<file path="config.mk">
export PLATFORM = sky130hd
export DESIGN_NAME = dirty_rect_refresh_cmd_ring_top_flat
export DESIGN_NICKNAME = d
export VERILOG_FILES = /design/src/rtl/core/drt_pkg.sv /design/src/rtl/core/drt_req_if.sv /design/src/rtl/core/drt_res_if.sv /design/src/rtl/core/drt_box.sv /design/src/rtl/core/drt_ring.sv /design/src/rtl/core/dirty_rect_refresh_cmd_ring_top.sv /design/src/flat_wrapper.sv
export SDC_FILE = /design/constraint.sdc
export NUM_CORES = 1
export LEC_CHECK = 0
export ABC_CLOCK_PERIOD_IN_PS = 4750
export BUFFER_PORTS_ARGS = -buffer_cell sky130_fd_sc_hd__buf_2
export CAP_MARGIN = 10
export CORE_MARGIN = 5
export CORE_UTILIZATION = 24
export CTS_CLUSTER_SIZE = 30
export DETAILED_ROUTE_END_ITERATION = 10
export PLACE_DENSITY = 0.45
export SYNTH_ARGS = -nofsm -noshare
export SYNTH_HDL_FRONTEND = slang
export SYNTH_SLANG_ARGS = --single-unit
</file>
<file path="constraint.sdc">
create_clock -name clk -period 4.75 [get_ports clk]
set_input_delay 0 -clock clk [delete_from_list [all_inputs] [get_ports clk]]
set_output_delay 0 -clock clk [all_outputs]
set_load 0.1 [all_outputs]
</file>
<file path="src/rtl/core/drt_pkg.sv">
// ----------------------------------------------------------------------------
// drt_pkg: shared types and constants of the dirty rectangle refresh block
// Holds coordinate and ring geometry, request codes, register indexes and
// the structs passed between the damage tracker and the ring writer.
// ----------------------------------------------------------------------------
package drt_pkg;

    // Width of the coordinate fields on the request channel.
    localparam int IN_COORD_W = 16;
    // Width of the stored damage coordinates.
    localparam int COORD_BITS = 16;
    localparam int CMAX = (2 ** (COORD_BITS - 1)) - 1;
    localparam int CMIN = -(2 ** (COORD_BITS - 1));

    // Ring byte offsets.
    localparam int POS_W = 19;
    localparam logic [31:0] RING_BYTES = 32'd262144;

    localparam int WORD_W = 32;
    localparam int INDEX_W = 16;
    localparam int CFG_IDX_W = 2;

    typedef enum logic [1:0] {
        FUNC_ADD     = 2'd0,
        FUNC_CLEAR   = 2'd1,
        FUNC_REFRESH = 2'd2,
        FUNC_INIT    = 2'd3
    } drt_func_t;

    typedef enum logic [CFG_IDX_W-1:0] {
        CFG_RING_START    = 2'd0,
        CFG_RING_END      = 2'd1,
        CFG_UPDATE_OPCODE = 2'd2
    } drt_cfg_idx_t;

    // Position of a word within one update command.
    typedef enum logic [2:0] {
        WORD_OPCODE = 3'd0,
        WORD_LEFT   = 3'd1,
        WORD_TOP    = 3'd2,
        WORD_WIDTH  = 3'd3,
        WORD_HEIGHT = 3'd4
    } drt_word_t;

    typedef struct packed {
        logic [POS_W-1:0]  ring_start;
        logic [POS_W-1:0]  ring_end;
        logic [WORD_W-1:0] update_opcode;
    } drt_cfg_t;

    // Update command handed from the damage tracker to the ring writer.
    typedef struct packed {
        logic              start;
        logic [WORD_W-1:0] left;
        logic [WORD_W-1:0] top;
        logic [WORD_W-1:0] width;
        logic [WORD_W-1:0] height;
    } drt_cmd_t;

    // Clamp an incoming corner to the stored coordinate range.
    function automatic logic signed [COORD_BITS-1:0] sat_coord(
        input logic signed [IN_COORD_W-1:0] v
    );
        int x;
        x = int'(v);
        if (x > CMAX) begin
            x = CMAX;
        end
        if (x < CMIN) begin
            x = CMIN;
        end
        return COORD_BITS'(x);
    endfunction

endpackage

</file>
<file path="src/rtl/core/drt_req_if.sv">
// ----------------------------------------------------------------------------
// drt_req_if: request channel of the dirty rectangle refresh block
// Valid/ready handshake with the request fields.
// ----------------------------------------------------------------------------
interface drt_req_if;
    logic        valid;
    logic        ready;
    logic [1:0]  func;
    logic [15:0] box_left;
    logic [15:0] box_top;
    logic [15:0] box_right;
    logic [15:0] box_bottom;
    logic        device_busy;
    logic [18:0] consumer_stop;

    modport source (
        output valid, func, box_left, box_top, box_right, box_bottom,
               device_busy, consumer_stop,
        input  ready
    );
    modport sink (
        input  valid, func, box_left, box_top, box_right, box_bottom,
               device_busy, consumer_stop,
        output ready
    );
endinterface

</file>
<file path="src/rtl/core/drt_res_if.sv">
// ----------------------------------------------------------------------------
// drt_res_if: ring word channel of the dirty rectangle refresh block
// Valid/ready handshake carrying one command ring write.
// ----------------------------------------------------------------------------
interface drt_res_if;
    logic        valid;
    logic        ready;
    logic [15:0] word_index;
    logic [31:0] word_data;
    logic        sync_before;
    logic        sync_after;
    logic        last_word;

    modport source (
        output valid, word_index, word_data, sync_before, sync_after, last_word,
        input  ready
    );
    modport sink (
        input  valid, word_index, word_data, sync_before, sync_after, last_word,
        output ready
    );
endinterface

</file>
<file path="src/rtl/core/drt_box.sv">
// ----------------------------------------------------------------------------
// drt_box: damage bounding box tracker
// Keeps the union box of damaged rectangles and builds the update command
// when a refresh request finds a box worth drawing.
// ----------------------------------------------------------------------------
module drt_box
    import drt_pkg::*;
(
    input  logic                  clk,
    input  logic                  rst_n,
    input  logic                  take,
    input  drt_func_t             func,
    input  logic [IN_COORD_W-1:0] box_left,
    input  logic [IN_COORD_W-1:0] box_top,
    input  logic [IN_COORD_W-1:0] box_right,
    input  logic [IN_COORD_W-1:0] box_bottom,
    input  logic                  device_busy,
    output drt_cmd_t              cmd
);

    logic signed [COORD_BITS-1:0] left_reg, left_next;
    logic signed [COORD_BITS-1:0] top_reg, top_next;
    logic signed [COORD_BITS-1:0] right_reg, right_next;
    logic signed [COORD_BITS-1:0] bottom_reg, bottom_next;

    logic signed [COORD_BITS-1:0] x_a, x_b, y_a, y_b;
    logic signed [COORD_BITS-1:0] x_lo, x_hi, y_lo, y_hi;
    logic signed [32:0]           left_x, top_x, right_x, bottom_x;
    logic                         drawable;

    always_comb
    begin
        x_a  = sat_coord($signed(box_left));
        y_a  = sat_coord($signed(box_top));
        x_b  = sat_coord($signed(box_right));
        y_b  = sat_coord($signed(box_bottom));
        x_lo = (x_a > x_b) ? x_b : x_a;
        x_hi = (x_a > x_b) ? x_a : x_b;
        y_lo = (y_a > y_b) ? y_b : y_a;
        y_hi = (y_a > y_b) ? y_a : y_b;

        left_x   = 33'(left_reg);
        top_x    = 33'(top_reg);
        right_x  = 33'(right_reg);
        bottom_x = 33'(bottom_reg);

        drawable = (right_reg > left_reg) && (bottom_reg > top_reg);

        cmd.start  = take && (func == FUNC_REFRESH) && !device_busy && drawable;
        cmd.left   = 32'(left_x);
        cmd.top    = 32'(top_x);
        cmd.width  = 32'(right_x - left_x + 33'sd1);
        cmd.height = 32'(bottom_x - top_x + 33'sd1);

        left_next   = left_reg;
        top_next    = top_reg;
        right_next  = right_reg;
        bottom_next = bottom_reg;
        if (take && func == FUNC_ADD) begin
            if (x_lo < left_reg) begin
                left_next = x_lo;
            end
            if (y_lo < top_reg) begin
                top_next = y_lo;
            end
            if (x_hi > right_reg) begin
                right_next = x_hi;
            end
            if (y_hi > bottom_reg) begin
                bottom_next = y_hi;
            end
        end
        if ((take && func == FUNC_CLEAR) || cmd.start) begin
            left_next   = COORD_BITS'(CMAX);
            top_next    = COORD_BITS'(CMAX);
            right_next  = COORD_BITS'(CMIN);
            bottom_next = COORD_BITS'(CMIN);
        end
    end

    always_ff @(posedge clk or negedge rst_n)
    begin
        if (!rst_n) begin
            left_reg   <= COORD_BITS'(CMAX);
            top_reg    <= COORD_BITS'(CMAX);
            right_reg  <= COORD_BITS'(CMIN);
            bottom_reg <= COORD_BITS'(CMIN);
        end else begin
            left_reg   <= left_next;
            top_reg    <= top_next;
            right_reg  <= right_next;
            bottom_reg <= bottom_next;
        end
    end

    // A refresh that goes out always leaves the empty box behind.
    a_clear_after_start: assert property (@(posedge clk) disable iff (!rst_n)
        cmd.start |=> (left_reg == COORD_BITS'(CMAX)) && (right_reg == COORD_BITS'(CMIN)))
        else $error("damage box not cleared after refresh");

    // The box only grows on an add request.
    a_grow_only_on_add: assert property (@(posedge clk) disable iff (!rst_n)
        !(take && func == FUNC_ADD) |=> !($past(right_reg) < right_reg))
        else $error("damage box grew without an add request");

    // Nothing is sent while the device is busy.
    a_no_start_busy: assert property (@(posedge clk) disable iff (!rst_n)
        device_busy |-> !cmd.start)
        else $error("refresh started while device busy");

endmodule

</file>
<file path="src/rtl/core/drt_ring.sv">
// ----------------------------------------------------------------------------
// drt_ring: command ring writer
// Sends the five words of an update command one per cycle, unless res stalls,
// to an output register, tracks the ring write position, flags a full ring.
// ----------------------------------------------------------------------------
module drt_ring
    import drt_pkg::*;
(
    input  logic             clk,
    input  logic             rst_n,
    input  drt_cfg_t         cfg,
    input  drt_cmd_t         cmd,
    input  logic [POS_W-1:0] stop,
    input  logic             init,
    output logic             busy,
    drt_res_if.source        res
);

    logic              active_reg, active_next;
    drt_word_t         word_reg, word_next;
    drt_cmd_t          cmd_reg;
    logic [POS_W-1:0]  stop_reg;
    logic [POS_W-1:0]  pos_reg, pos_next;

    logic              out_valid_reg, out_valid_next;
    logic [INDEX_W-1:0] out_index_reg;
    logic [WORD_W-1:0] out_data_reg;
    logic              out_sync_before_reg;
    logic              out_last_reg;

    logic              emit;
    logic              final_word;
    logic [WORD_W-1:0] data;
    logic [POS_W:0]    pos_plus;
    logic [POS_W:0]    end_minus;
    logic              full;

    assign busy = active_reg;
    assign emit = active_reg && (!out_valid_reg || res.ready);

    always_comb
    begin
        pos_plus  = {1'b0, pos_reg} + (POS_W + 1)'(4);
        end_minus = {1'b0, cfg.ring_end} - (POS_W + 1)'(4);
        full = (pos_plus == {1'b0, stop_reg}) ||
               (({1'b0, pos_reg} == end_minus) && (stop_reg == cfg.ring_start));

        final_word = 1'b0;
        case (word_reg)
            WORD_OPCODE:
            begin
                data      = cfg.update_opcode;
                word_next = WORD_LEFT;
            end
            WORD_LEFT:
            begin
                data      = cmd_reg.left;
                word_next = WORD_TOP;
            end
            WORD_TOP:
            begin
                data      = cmd_reg.top;
                word_next = WORD_WIDTH;
            end
            WORD_WIDTH:
            begin
                data      = cmd_reg.width;
                word_next = WORD_HEIGHT;
            end
            WORD_HEIGHT:
            begin
                data       = cmd_reg.height;
                word_next  = WORD_OPCODE;
                final_word = 1'b1;
            end
            default:
            begin
                data      = cfg.update_opcode;
                word_next = WORD_OPCODE;
            end
        endcase

        active_next = active_reg;
        pos_next    = pos_reg;
        if (cmd.start) begin
            active_next = 1'b1;
            word_next   = WORD_OPCODE;
        end else if (emit) begin
            active_next = !final_word;
            if (pos_plus == {1'b0, cfg.ring_end} || 32'(pos_plus) >= RING_BYTES) begin
                pos_next = cfg.ring_start;
            end else begin
                pos_next = pos_plus[POS_W-1:0];
            end
        end else begin
            word_next = word_reg;
        end
        if (init) begin
            pos_next = cfg.ring_start;
        end

        if (emit) begin
            out_valid_next = 1'b1;
        end else if (res.ready) begin
            out_valid_next = 1'b0;
        end else begin
            out_valid_next = out_valid_reg;
        end
    end

    always_ff @(posedge clk or negedge rst_n)
    begin
        if (!rst_n) begin
            active_reg    <= 1'b0;
            word_reg      <= WORD_OPCODE;
            pos_reg       <= '0;
            out_valid_reg <= 1'b0;
        end else begin
            active_reg    <= active_next;
            word_reg      <= word_next;
            pos_reg       <= pos_next;
            out_valid_reg <= out_valid_next;
        end
    end

    always_ff @(posedge clk)
    begin
        if (cmd.start) begin
            cmd_reg  <= cmd;
            stop_reg <= stop;
        end
        if (emit) begin
            out_index_reg       <= pos_reg[INDEX_W+1:2];
            out_data_reg        <= data;
            out_sync_before_reg <= full;
            out_last_reg        <= final_word;
        end
    end

    assign res.valid       = out_valid_reg;
    assign res.word_index  = out_index_reg;
    assign res.word_data   = out_data_reg;
    assign res.sync_before = out_sync_before_reg;
    assign res.sync_after  = out_last_reg;
    assign res.last_word   = out_last_reg;

    // A new command or ring init never lands on a command in flight.
    a_start_idle: assert property (@(posedge clk) disable iff (!rst_n)
        (cmd.start || init) |-> !active_reg)
        else $error("ring writer restarted while busy");

    // A started command begins with its opcode word.
    a_start_opcode: assert property (@(posedge clk) disable iff (!rst_n)
        cmd.start |=> active_reg && (word_reg == WORD_OPCODE))
        else $error("command did not begin with opcode");

    // Sending the height word ends the command.
    a_final_ends: assert property (@(posedge clk) disable iff (!rst_n)
        (emit && final_word) |=> !active_reg && out_valid_reg && out_last_reg)
        else $error("command did not end after the fifth word");

endmodule

</file>
<file path="src/rtl/core/dirty_rect_refresh_cmd_ring_top.sv">
// ----------------------------------------------------------------------------
// dirty_rect_refresh_cmd_ring_top: dirty rectangle tracker with command ring
// Merges damaged rectangles into one bounding box and, on a refresh
// request, writes a five-word update command into the command ring.
// ----------------------------------------------------------------------------
//
//  Channel  Direction  Handshake       Content
//  req      in         valid / ready   func, box corners, busy, consumer stop
//  res      out        valid / ready   one ring word with index and sync flags
//  cfg      in         cfg_we only     ring_start, ring_end, update_opcode
//
// A request is registered when it is accepted and is carried out once the
// ring writer is free, so add, clear and ring init requests go through at
// one per cycle while the ring writer is idle. A refresh that sends a command
// occupies the ring writer while it loads the command and sends it, one ring
// word per cycle unless res stalls; the request stage holds the next request.
// The result register parts the two sides: a stalled res channel only stops
// the ring writer, and the request register keeps accepting until it is
// itself blocked. Reset empties the box, sets the write position to zero and
// loads the register defaults; there is no clearing pass.
//
module dirty_rect_refresh_cmd_ring_top
    import drt_pkg::*;
(
    input  logic                 clk,
    input  logic                 rst_n,
    input  logic                 cfg_we,
    input  logic [CFG_IDX_W-1:0] cfg_index,
    input  logic [WORD_W-1:0]    cfg_data,
    drt_req_if.sink              req,
    drt_res_if.source            res
);

    // Configuration registers.
    drt_cfg_t cfg_reg;

    always_ff @(posedge clk or negedge rst_n)
    begin
        if (!rst_n) begin
            cfg_reg.ring_start    <= POS_W'(1024);
            cfg_reg.ring_end      <= POS_W'(262144);
            cfg_reg.update_opcode <= WORD_W'(1);
        end else if (cfg_we) begin
            case (drt_cfg_idx_t'(cfg_index))
                CFG_RING_START:    cfg_reg.ring_start    <= cfg_data[POS_W-1:0];
                CFG_RING_END:      cfg_reg.ring_end      <= cfg_data[POS_W-1:0];
                CFG_UPDATE_OPCODE: cfg_reg.update_opcode <= cfg_data;
                default:           ;
            endcase
        end
    end

    // Request register. The held request is carried out once the ring
    // writer is free, which keeps ring init and a new refresh behind any
    // command still being sent.
    logic                  req_valid_reg;
    drt_func_t             func_reg;
    logic [IN_COORD_W-1:0] left_reg;
    logic [IN_COORD_W-1:0] top_reg;
    logic [IN_COORD_W-1:0] right_reg;
    logic [IN_COORD_W-1:0] bottom_reg;
    logic                  busy_reg;
    logic [POS_W-1:0]      stop_reg;

    logic                  ring_busy;
    logic                  take;
    drt_cmd_t              cmd;

    assign take      = req_valid_reg && !ring_busy;
    assign req.ready = !req_valid_reg || take;

    always_ff @(posedge clk or negedge rst_n)
    begin
        if (!rst_n) begin
            req_valid_reg <= 1'b0;
        end else if (req.ready) begin
            req_valid_reg <= req.valid;
        end
    end

    always_ff @(posedge clk)
    begin
        if (req.valid && req.ready) begin
            func_reg   <= drt_func_t'(req.func);
            left_reg   <= req.box_left;
            top_reg    <= req.box_top;
            right_reg  <= req.box_right;
            bottom_reg <= req.box_bottom;
            busy_reg   <= req.device_busy;
            stop_reg   <= req.consumer_stop;
        end
    end

    drt_box u_box (
        .clk         (clk),
        .rst_n       (rst_n),
        .take        (take),
        .func        (func_reg),
        .box_left    (left_reg),
        .box_top     (top_reg),
        .box_right   (right_reg),
        .box_bottom  (bottom_reg),
        .device_busy (busy_reg),
        .cmd         (cmd)
    );

    drt_ring u_ring (
        .clk   (clk),
        .rst_n (rst_n),
        .cfg   (cfg_reg),
        .cmd   (cmd),
        .stop  (stop_reg),
        .init  (take && func_reg == FUNC_INIT),
        .busy  (ring_busy),
        .res   (res)
    );

    // A held request waits only while a command is being sent.
    a_hold_while_busy: assert property (@(posedge clk) disable iff (!rst_n)
        (req_valid_reg && ring_busy) |=> req_valid_reg && $stable(func_reg))
        else $error("request left the register while the ring was busy");

    // A request is never dropped: if it is not taken, the register stays full.
    a_no_drop: assert property (@(posedge clk) disable iff (!rst_n)
        (req_valid_reg && !take) |-> !req.ready)
        else $error("request register accepted over a pending request");

    // A refresh that sends a command makes the ring writer busy next cycle.
    a_busy_after_start: assert property (@(posedge clk) disable iff (!rst_n)
        cmd.start |=> ring_busy && !take)
        else $error("ring writer not busy after a refresh");

endmodule
</file>
<file path="src/flat_wrapper.sv">
// flat-port wrapper written by rule: the top's interface ports become plain ports
module dirty_rect_refresh_cmd_ring_top_flat import drt_pkg::*;
  (clk, rst_n, cfg_we, cfg_index, cfg_data, req_valid, req_func, req_box_left, req_box_top, req_box_right, req_box_bottom, req_device_busy, req_consumer_stop, req_ready, res_valid, res_word_index, res_word_data, res_sync_before, res_sync_after, res_last_word, res_ready);
  drt_req_if req_i ();
  drt_res_if res_i ();
  input  logic clk;
  input  logic rst_n;
  input  logic cfg_we;
  input  logic [CFG_IDX_W-1:0] cfg_index;
  input  logic [WORD_W-1:0] cfg_data;
  input wire logic [$bits(req_i.valid)-1:0] req_valid;
  input wire logic [$bits(req_i.func)-1:0] req_func;
  input wire logic [$bits(req_i.box_left)-1:0] req_box_left;
  input wire logic [$bits(req_i.box_top)-1:0] req_box_top;
  input wire logic [$bits(req_i.box_right)-1:0] req_box_right;
  input wire logic [$bits(req_i.box_bottom)-1:0] req_box_bottom;
  input wire logic [$bits(req_i.device_busy)-1:0] req_device_busy;
  input wire logic [$bits(req_i.consumer_stop)-1:0] req_consumer_stop;
  output wire logic [$bits(req_i.ready)-1:0] req_ready;
  output wire logic [$bits(res_i.valid)-1:0] res_valid;
  output wire logic [$bits(res_i.word_index)-1:0] res_word_index;
  output wire logic [$bits(res_i.word_data)-1:0] res_word_data;
  output wire logic [$bits(res_i.sync_before)-1:0] res_sync_before;
  output wire logic [$bits(res_i.sync_after)-1:0] res_sync_after;
  output wire logic [$bits(res_i.last_word)-1:0] res_last_word;
  input wire logic [$bits(res_i.ready)-1:0] res_ready;
  assign req_i.valid = req_valid;
  assign req_i.func = req_func;
  assign req_i.box_left = req_box_left;
  assign req_i.box_top = req_box_top;
  assign req_i.box_right = req_box_right;
  assign req_i.box_bottom = req_box_bottom;
  assign req_i.device_busy = req_device_busy;
  assign req_i.consumer_stop = req_consumer_stop;
  assign req_ready = req_i.ready;
  assign res_valid = res_i.valid;
  assign res_word_index = res_i.word_index;
  assign res_word_data = res_i.word_data;
  assign res_sync_before = res_i.sync_before;
  assign res_sync_after = res_i.sync_after;
  assign res_last_word = res_i.last_word;
  assign res_i.ready = res_ready;
  dirty_rect_refresh_cmd_ring_top u_core (.clk(clk), .rst_n(rst_n), .cfg_we(cfg_we), .cfg_index(cfg_index), .cfg_data(cfg_data), .req(req_i), .res(res_i));
endmodule
</file>
==> flow_metrics.py, run 1 <==
metrics = {
    "critical_path": {
        "start_kind": "register",
        "criticalPathCategory": "register to register",
        "cp_common_cell": "buf_4",
        "arrival_ns": 5.07,
        "cp_cell_sequence": "ha_4, a211oi_1, nor2_1, or3_1, nor2b_1, o211ai_1, buf_4, buf_6, o21ai_0, ha_1, and2_1, a21o_1, nor3_2, o2111a_2, o221ai_1, o41a_1, buf_4, a32oi_1",
        "cp-end-kind": "register",
        "cp.required_ns": 5.25,
        "crit_fanout": 12,
        "cpPeakStageDelay_ns": 0.44,
        "cpMaxStageDelayCell": "edfxtp_1",
    },
    "global_routing": {
        "grt.total_usage_pct": 13.31,
        "overflow": 0,
        "grt_max_degree": 90,
        "antenna_found_initial": 1,
        "grt_pass1_vias": 15830,
        "grt_pass1_wl_um": 97660,
    },
    "floorplanning": {
        "io_pins": 178,
        "die_area_mm2": 0.09602,
        "core_mm2": 0.08960,
        "rows": 110,
        "start_util_pct": 24.09,
        "dieWidth_um": 309.9,
        "die_h_um": 309.9,
    },
    "placement": {
        "placed_area_mm2": 0.02387,
        "post-place-cells": 3160,
        "gp_congestion": 0.8532,
        "dp_hpwl_um": 49840,
        "numPortBuffers": 177,
    },
    "yosys": {
        "synth_compound_area_share_pct": 12.35,
        "ys_seq_area_share_pct": 49.67,
        "yosys.area.top_type_share_pct": 31.03,
        "synth-main-ff-cell": "edfxtp_1",
        "ys_top_cells_by_area": "edfxtp_1 (31%), dfrtp_1 (14%), ha_1 (9.5%), mux2_2 (5.2%), dfstp_2 (4.3%)",
        "syn_area_mm2": 0.02158,
        "synthArstFlopShare_pct": 41.62,
        "synth-xor-area-share_pct": 4.841,
        "avgSynthCellArea_um2": 11.52,
        "syn_nets": 2178,
        "ys_ff_latch": 382,
        "synth_cell_type_count": 93,
        "synth_top_family_by_area": "compound AO/OA/AOI/OAI gates",
        "synthCells": 1873,
        "yosys.area_share.simple_pct": 9.473,
        "synth-adder-area-share_pct": 10.99,
        "ys.warnings.count": 0,
        "synth-edff-count": 223,
        "muxShareOfSynthArea_pct": 7.850,
        "synth_area_leader_cell": "edfxtp_1",
    },
    "timing": {
        "worstMarginPinSlew_ns": 0.9763,
        "min_period_ns": 4.572,
        "setup_viol": 0,
        "fmax_mhz": 218.7,
        "fin_worst_skew_ns": 0.02898,
        "period_share_pct": 96.26,
        "hold_viol": 3,
        "final-max-slew-violation-count": 0,
        "slew_headroom_pct": 34.92,
        "hold_slack_ns": -0.01054,
        "grt_setup_unrepaired": "true",
    },
    "pwr": {
        "p_per_area_mw_per_mm2": 638.1,
        "p_leak_nw": 10.93,
        "ir_drop_v": 0.0003136,
        "p_total_mw": 17.07,
    },
    "layout": {
        "drive_gt1_share_pct": 22.70,
        "nets": 2472,
        "largest_register_ffs": 70,
        "final_cells": 3383,
        "num_antenna_cells": 0,
        "design_area_mm2": 0.02675,
        "area_growth_pct": 23.95,
        "final_util_pct": 29.86,
    },
    "routing": {
        "avgViaCountPerCell": 4.621,
        "initialDrtViolationCount": 911,
        "ant_nets": 0,
        "via_count": 15630,
        "first_pass_iters": 5,
        "wl_per_cell_um": 19.33,
        "drc_errors": 0,
        "wl_um": 65410,
    },
    "cts": {
        "clk_pin_slew_ns": 0.06,
        "cts.sinks": 382,
        "cts_tree": "built",
        "cts_buffers": 48,
        "cts_buffer_depth": 3,
        "root_buffer": "clkbuf_16",
        "ctsHtreeMaxLevel": 2,
        "worstSkewPairLatency_ns": 0.61,
    },
    "outcome": {
        "violations": "hold timing",
        "status": "finished with violations",
    },
    "run": {
        "maxCapViolCount": 0,
    },
    "min_path": {
        "hp-class": "input port to asynchronous set/reset pin",
    },
}
## path summary, 6_finish.rpt
path | startpoint | to | slack (ns) | depth (start not counted)
worst max-delay path | u_core.left_reg[13]$_DFFE_PP_ | u_core.u_box.left_reg[0]$_DFFE_PN1P_ | 0.18 | 18
worst min-delay path | rst_n | u_core.cfg_reg[28]$_DFFE_PN0P_ | -0.01 | 2
worst max register to register | u_core.left_reg[13]$_DFFE_PP_ | u_core.u_box.left_reg[0]$_DFFE_PN1P_ | 0.18 | 18
worst min register to register | u_core.stop_reg[16]$_DFFE_PP_ | u_core.u_ring.stop_reg[16]$_DFFE_PP_ | 0.42 | 0
max in group asynchronous | rst_n | u_core.cfg_reg[61]$_DFFE_PN1P_ | 3.68 | 3
min in group clk | cfg_we | u_core.cfg_reg[40]$_DFFE_PN0P_ | 0.08 | 4
## critical path, delay by kind of cell, from the launching register on
family,cells,cell delay (ns)
fa+ha+maj,2,0.63
flops,1,0.44
buf+inv,3,0.51
compound gates,8,1.88
simple gates,5,1.04
## kinds of logic after synthesis
logic type / count (synthesis)
AO/OA/AOI/OAI: 390
XOR/XNOR: 116
adder cells (fa/ha/maj): 180
buffers and inverters: 262
flip-flops: 382
multiplexers: 137
AND/OR/NAND/NOR: 406
## synth_stat cells (all sizes together), types with 56 or more instances
library cell and number:
a21oi 91, clkbuf 84, dfrtp 124, edfxtp 223, ha 164, inv 154
mux2 102, nand2 106, nor2 108, o21ai 72, xnor2 56, xor2 59
## power by group
| group | leakage, nW | internal, mW | switching, mW | total (mW) |
|---|---|---|---|---|
| registers | 3.94 | 4.67 | 0.842 | 5.51 |
| logic | 6.25 | 2.81 | 5.17 | 7.98 |
| clock network | 0.736 | 2.04 | 1.54 | 3.58 |
## repair_timing
item,4_1_cts,5_1_grt
pin swaps,1,5
hold buffers,123,0
buffers inserted,1,8
setup endpoints to repair,24,57
hold endpoints to repair,229,0
gates cloned,0,1
gates resized for setup,5,16
## routing by layer
metal / GRT usage, % / up-vias / routed length [um]
li1: - / 7450 / -
met1: 18.01 / 7756 / 30150
met2: 22.62 / 348 / 31260
met3: 2.048 / 79 / 2624
met4: 3.052 / 0 / 1374
met5: 0 / - / 0
## per-stage QoR
stage	worst slack, ns	setup TNS [ns]	hold WS [ns]
after floorplan	0.01870	0	-0.2956
after global placement	0.07812	0	0.07376
after detailed placement	-0.1723	-2.785	0.08637
after CTS	0.02690	0	0.02559
after global routing	-0.08247	-0.6220	0.04547
final	0.1777	0	-0.01054
## layout by cell type (no fill, tap or decap), types with 15 or more instances in the layout
master         netlist  routed
dfrtp_1            124     124
fa_1                16      16
buf_4                2      47
dfstp_2             35      35
xor2_1              59      59
nor2_1             107     106
xnor2_1             54      54
mux2i_1             20      20
nand4_1             35      35
edfxtp_1           223     223
o21ai_0             67      61
a31oi_1             24      24
nand3_1             26      26
nor3_1              33      31
nand2_1            106     106
inv_1              153     152
a211oi_1            33      33
ha_1               164     163
o22ai_1             15      15
mux2_2             100     100
dlygate4sd3_1        0     123
a21oi_1             86      84
clkbuf_16            0      48
buf_2               11     177
a21o_1              40      39
mux4_2              15      15
## cell type report
cell class,count,area (um2)
Clock inverter,35,297.8
Sequential cell,382,10720
Clock buffer,55,1227
Multi-Input combinational cell,1229,9920
Tap cell,1176,1471
Timing Repair Buffer,352,2537
Inverter,154,578.1
Fill cell,9186,62850
Power figures use the tool's default switching activity.
==> inputs of run 2 (changes only) <==
- CORE_ASPECT_RATIO: not set -> 1.25
==> flow_metrics.py, run 2 (synthesized netlist as in run 1, its figures left out) <==
metrics = {
    "outcome": {
        "status": "finished with violations",
        "violations": "hold timing",
    },
    "layout": {
        "final_cells": 3375,
        "drive_gt1_share_pct": 22.12,
        "multi_input_area_mm2": 0.009908,
        "final_common_cell": "edfxtp_1",
        "seq_area_mm2": 0.01072,
        "area_growth_pct": 23.83,
        "nets": 2454,
        "n_fill_cell": 9220,
        "design_area_mm2": 0.02673,
        "largest_register_ffs": 70,
        "mostFrequentLayoutCells": "edfxtp_1 (223), buf_2 (176), ha_1 (162)",
        "num_antenna_cells": 0,
    },
    "cts": {
        "clk_pin_slew_ns": 0.06,
        "cts.sinks": 382,
        "root_buffer": "clkbuf_16",
        "worstSkewPairLatency_ns": 0.62,
        "ctsHtreeMaxLevel": 2,
        "cts_buffers": 47,
        "cts_tree": "built",
        "cts_buffer_depth": 3,
    },
    "floorplanning": {
        "core_mm2": 0.08957,
        "die_h_um": 345.3,
        "start_util_pct": 24.10,
        "io_pins": 178,
        "die_area_mm2": 0.09606,
        "dieWidth_um": 278.2,
        "rows": 123,
    },
    "timing": {
        "min_period_ns": 4.496,
        "period_share_pct": 94.65,
        "hold_viol": 6,
        "fmax_mhz": 222.4,
        "hold_slack_ns": -0.01236,
        "final-max-slew-violation-count": 0,
        "setup_viol": 0,
        "fin_worst_skew_ns": 0.03130,
        "slew_headroom_pct": 21.54,
        "worstMarginPinSlew_ns": 1.173,
    },
    "routing": {
        "drc_errors": 0,
        "wl_per_cell_um": 19.43,
        "initialDrtViolationCount": 914,
        "wl_um": 65590,
        "first_pass_iters": 5,
        "ant_nets": 0,
        "avgViaCountPerCell": 4.562,
        "via_count": 15400,
    },
    "critical_path": {
        "criticalPathCategory": "register to register",
        "reg2reg_depth": 17,
        "cpMaxStageDelayCell": "o21ai_0",
        "r2r_setup_slack_ns": 0.25,
        "arrival_ns": 5.02,
        "cp.required_ns": 5.28,
        "cpPeakStageDelay_ns": 0.53,
        "cp_cell_sequence": "ha_4, a211oi_1, nor2_1, or3_1, nor2b_1, o211ai_1, buf_4, buf_12, o21ai_0, ha_1, and2_1, nand4_1, o41a_1, or3_1, buf_4, a211oi_1, a31oi_1",
        "cp-end-kind": "register",
        "start_kind": "register",
        "crit_fanout": 24,
    },
    "placement": {
        "numPortBuffers": 177,
        "gp_congestion": 0.8557,
        "placed_area_mm2": 0.02386,
        "post-place-cells": 3163,
        "dp_hpwl_um": 50210,
    },
    "pwr": {
        "p_per_area_mw_per_mm2": 636.3,
        "p_leak_nw": 10.88,
        "ir_drop_v": 0.0004606,
        "p_total_mw": 17.01,
    },
    "global_routing": {
        "antenna_found_initial": 3,
        "grt_pass1_wl_um": 99200,
        "grt.total_usage_pct": 13.26,
        "overflow": 0,
        "grt_pass1_vias": 16250,
        "grt_max_degree": 90,
    },
    "run": {
        "maxCapViolCount": 0,
    },
    "min_path": {
        "hp-class": "input port to asynchronous set/reset pin",
    },
}
[run 2: cell count changes in the layout (fill, tap and decap cells not counted), sizes merged]
cell    previous run  this run
buf              228       212
inv              159       157
bufinv             3         4
clkinv            21        19
[run 2: per-layer routing]
| metal | track usage [%] | wire, um | vias to the layer above |
|---|---|---|---|
| li1 | - | - | 7399 |
| met1 | 16.68 | 28330 | 7527 |
| met2 | 23.48 | 32540 | 371 |
| met3 | 2.201 | 2957 | 100 |
| met4 | 3.704 | 1766 | 0 |
| met5 | 0 | 0 | - |
[run 2: timing repair]
action / in CTS / in global routing
setup buffers: 0 / 1
pin swaps: 0 / 4
endpoints found under the hold margin: 229 / 0
gates resized for setup: 2 / 13
cloned: 0 / 0
hold buffers: 123 / 0
setup endpoints to repair: 14 / 59
[run 2: layout make-up]
type | count | area share [%]
Inverter | 154 | 2.163
Timing Repair Buffer | 335 | 9.176
Multi-Input combinational cell | 1229 | 37.07
Tap cell | 1187 | 5.557
Clock buffer | 56 | 4.724
Sequential cell | 382 | 40.11
Clock inverter | 32 | 1.199
[run 2: per-stage QoR]
stage          worst slack [ns]  utilization [%]  TNS (ns)
4_1_cts                 0.03789            29.78         0
3_3_place_gp             0.1390            26.63         0
5_1_grt                -0.01614            29.84  -0.02535
6_report                 0.2541            29.84         0
3_5_place_dp           -0.01388            26.63  -0.01388
2_1_floorplan           0.01870                -         0
[run 2: worst max-delay path: cells and delay by family (launching register included)]
family | cells | cell delay (ns)
AO/OA/AOI/OAI | 6 | 1.68
AND/OR/NAND/NOR | 6 | 1.30
buffers and inverters | 3 | 0.50
adder cells (fa/ha/maj) | 2 | 0.48
flip-flops | 1 | 0.45
[run 2: final timing paths]
| check | from | endpoint |
|---|---|---|
| setup / recovery | u_core.left_reg[13]$_DFFE_PP_ | u_core.u_box.left_reg[3]$_DFFE_PN1P_ |
| setup reg to reg | u_core.left_reg[13]$_DFFE_PP_ | u_core.u_box.left_reg[3]$_DFFE_PN1P_ |
| hold reg to reg | u_core.stop_reg[11]$_DFFE_PP_ | u_core.u_ring.stop_reg[11]$_DFFE_PP_ |
| min in group clk | req_box_right[11] | u_core.right_reg[11]$_DFFE_PP_ |
| hold / removal | rst_n | u_core.cfg_reg[23]$_DFFE_PN0P_ |
| max in group asynchronous | rst_n | u_core.req_valid_reg$_DFFE_PN0N_ |
[run 2: power by group]
part	internal [mW]	switching, mW
Sequential	4.67	0.795
Clock	2.14	1.56
Combinational	2.76	5.09
Total	9.56	7.45
==> inputs of run 3 (changes only) <==
==> constraint.sdc (replaced) <==
create_clock -name clk -period 4.75 [get_ports clk]
set_input_delay 1.425 -clock clk [delete_from_list [all_inputs] [get_ports clk]]
set_output_delay 1.425 -clock clk [all_outputs]
set_load 0.1 [all_outputs]
==> flow_metrics.py, run 3 (synthesized netlist as in run 1, its figures left out) <==
metrics = {
    "run": {
        "maxCapViolCount": 0,
    },
    "outcome": {
        "status": "complete, no violations",
    },
    "timing": {
        "hold_viol": 0,
        "fin_tns_setup_ns": 0,
        "hold_slack_ns": 0.4189,
        "period_share_pct": 96.90,
        "fin_worst_skew_ns": 0.03669,
        "setup_viol": 0,
        "slew_headroom_pct": 24.38,
        "worstMarginPinSlew_ns": 1.131,
        "grt_setup_unrepaired": "true",
        "min_period_ns": 4.603,
        "final-max-slew-violation-count": 0,
        "fmax_mhz": 217.3,
    },
    "placement": {
        "numPortBuffers": 177,
        "gp_congestion": 0.8835,
        "dp_hpwl_um": 50270,
    },
    "routing": {
        "avgViaCountPerCell": 4.626,
        "wl_um": 64660,
        "via_count": 15130,
        "initialDrtViolationCount": 895,
        "wl_per_cell_um": 19.77,
        "first_pass_iters": 5,
        "ant_nets": 0,
        "drc_errors": 0,
    },
    "global_routing": {
        "grt_pass1_wl_um": 97440,
        "antenna_found_initial": 2,
        "grt_max_degree": 90,
        "grt.total_usage_pct": 13.07,
        "overflow": 0,
        "grt_pass1_vias": 15490,
    },
    "critical_path": {
        "crit_fanout": 7,
        "cp.required_ns": 5.26,
        "path_delay_family": "compound AO/OA/AOI/OAI gates",
        "cp_cell_sequence": "ha_1, a211oi_1, nor2_1, or3_1, nor2b_1, o211ai_1, buf_4, buf_4, buf_6, o21ai_1, ha_1, a21o_1, a211o_1, o2111a_1, nor3_2, o2111a_2, o221ai_1, o41a_1, buf_6, a31oi_1",
        "start_kind": "register",
        "cpMaxStageDelayCell": "edfxtp_1",
        "arrival_ns": 5.11,
        "crit_buf_inv": 4,
        "criticalPathCategory": "register to register",
        "cp-end-kind": "register",
        "cpPeakStageDelay_ns": 0.41,
    },
    "cts": {
        "root_buffer": "clkbuf_16",
        "ctsHtreeMaxLevel": 2,
        "cts.sinks": 382,
        "cts_buffer_depth": 3,
        "cts_tree": "built",
        "clk_pin_slew_ns": 0.06,
        "cts_hold_buf": 0,
        "worstSkewPairLatency_ns": 0.62,
        "cts_buffers": 48,
    },
    "floorplanning": {
        "die_area_mm2": 0.09606,
        "io_pins": 178,
        "dieWidth_um": 278.2,
        "die_h_um": 345.3,
        "core_mm2": 0.08957,
        "start_util_pct": 24.10,
        "rows": 123,
    },
    "layout": {
        "drive_gt1_share_pct": 24.29,
        "area_growth_pct": 19.11,
        "largest_register_ffs": 70,
        "num_antenna_cells": 0,
        "nets": 2348,
        "mostFrequentLayoutCells": "edfxtp_1 (223), buf_2 (176), ha_1 (163)",
        "final_common_cell": "edfxtp_1",
    },
    "pwr": {
        "p_per_area_mw_per_mm2": 663.9,
        "ir_drop_v": 0.0003854,
        "p_leak_nw": 10.47,
    },
    "min_path": {
        "hp-class": "register to register",
    },
}
-- run 3: changes by cell type in the layout (fill, tap and decap cells not counted), sizes merged --
cell and delta:
bufinv +2, clkinvlp +2, inv -1, dlygate4sd3 -123
buf +15
-- run 3: where the power goes --
| group | switching [mW] | internal, mW |
|---|---|---|
| Sequential | 0.845 | 4.67 |
| Clock | 1.53 | 2.20 |
| Combinational | 5.06 | 2.77 |
| Total | 7.43 | 9.63 |
-- run 3: cell type report --
cell class                      count  area, um2
Fill cell                        9288      63860
Inverter                          154      578.1
Tap cell                         1187       1485
Sequential cell                   382      10720
Clock buffer                       55       1227
Clock inverter                     35      377.9
Timing Repair Buffer              228       1361
Multi-Input combinational cell   1229       9958
-- run 3: path summary, 6_finish.rpt --
kind / start / end / slack (ns) / depth (start not counted)
worst min register to register: u_core.stop_reg[12]$_DFFE_PP_ / u_core.u_ring.stop_reg[12]$_DFFE_PP_ / 0.42 / 0
worst min-delay path: u_core.stop_reg[12]$_DFFE_PP_ / u_core.u_ring.stop_reg[12]$_DFFE_PP_ / 0.42 / 0
worst max register to register: u_core.left_reg[13]$_DFFE_PP_ / u_core.u_box.left_reg[1]$_DFFE_PN1P_ / 0.15 / 20
worst max-delay path: u_core.left_reg[13]$_DFFE_PP_ / u_core.u_box.left_reg[1]$_DFFE_PN1P_ / 0.15 / 20
max in group asynchronous: rst_n / u_core.cfg_reg[61]$_DFFE_PN1P_ / 2.97 / 2
min in group asynchronous: rst_n / u_core.cfg_reg[24]$_DFFE_PN0P_ / 0.84 / 1
-- run 3: what timing repair did --
item | CTS | global route
gates resized for setup | 2 | 29
endpoints found under the setup margin | 15 | 48
buffers inserted | 0 | 10
gates cloned | 0 | 2
pin swaps | 0 | 8
-- run 3: metal layers --
metal	GRT usage, %	wire, um	vias to the layer above
met2	23.05	32340	377
met1	16.65	27960	7477
met5	0	0	-
met4	3.180	1376	0
met3	2.269	2982	81
li1	-	-	7193
-- run 3: per-stage QoR --
step | cells | worst slack [ns] | util (%) | cell area [um2] | power [mW]
6_report | 3270 | 0.1471 | 28.70 | 25710 | 17.07
5_1_grt | 3270 | -0.03566 | 28.70 | 25710 | 18.21
4_1_cts | 3258 | 0.02721 | 28.47 | 25500 | 17.19
3_5_place_dp | 3168 | -0.03326 | 26.68 | 23890 | 13.33
3_3_place_gp | 3168 | 0.1061 | 26.68 | 23890 | 13.23
2_1_floorplan | 1873 | 0.01870 | - | 21590 | 11.04
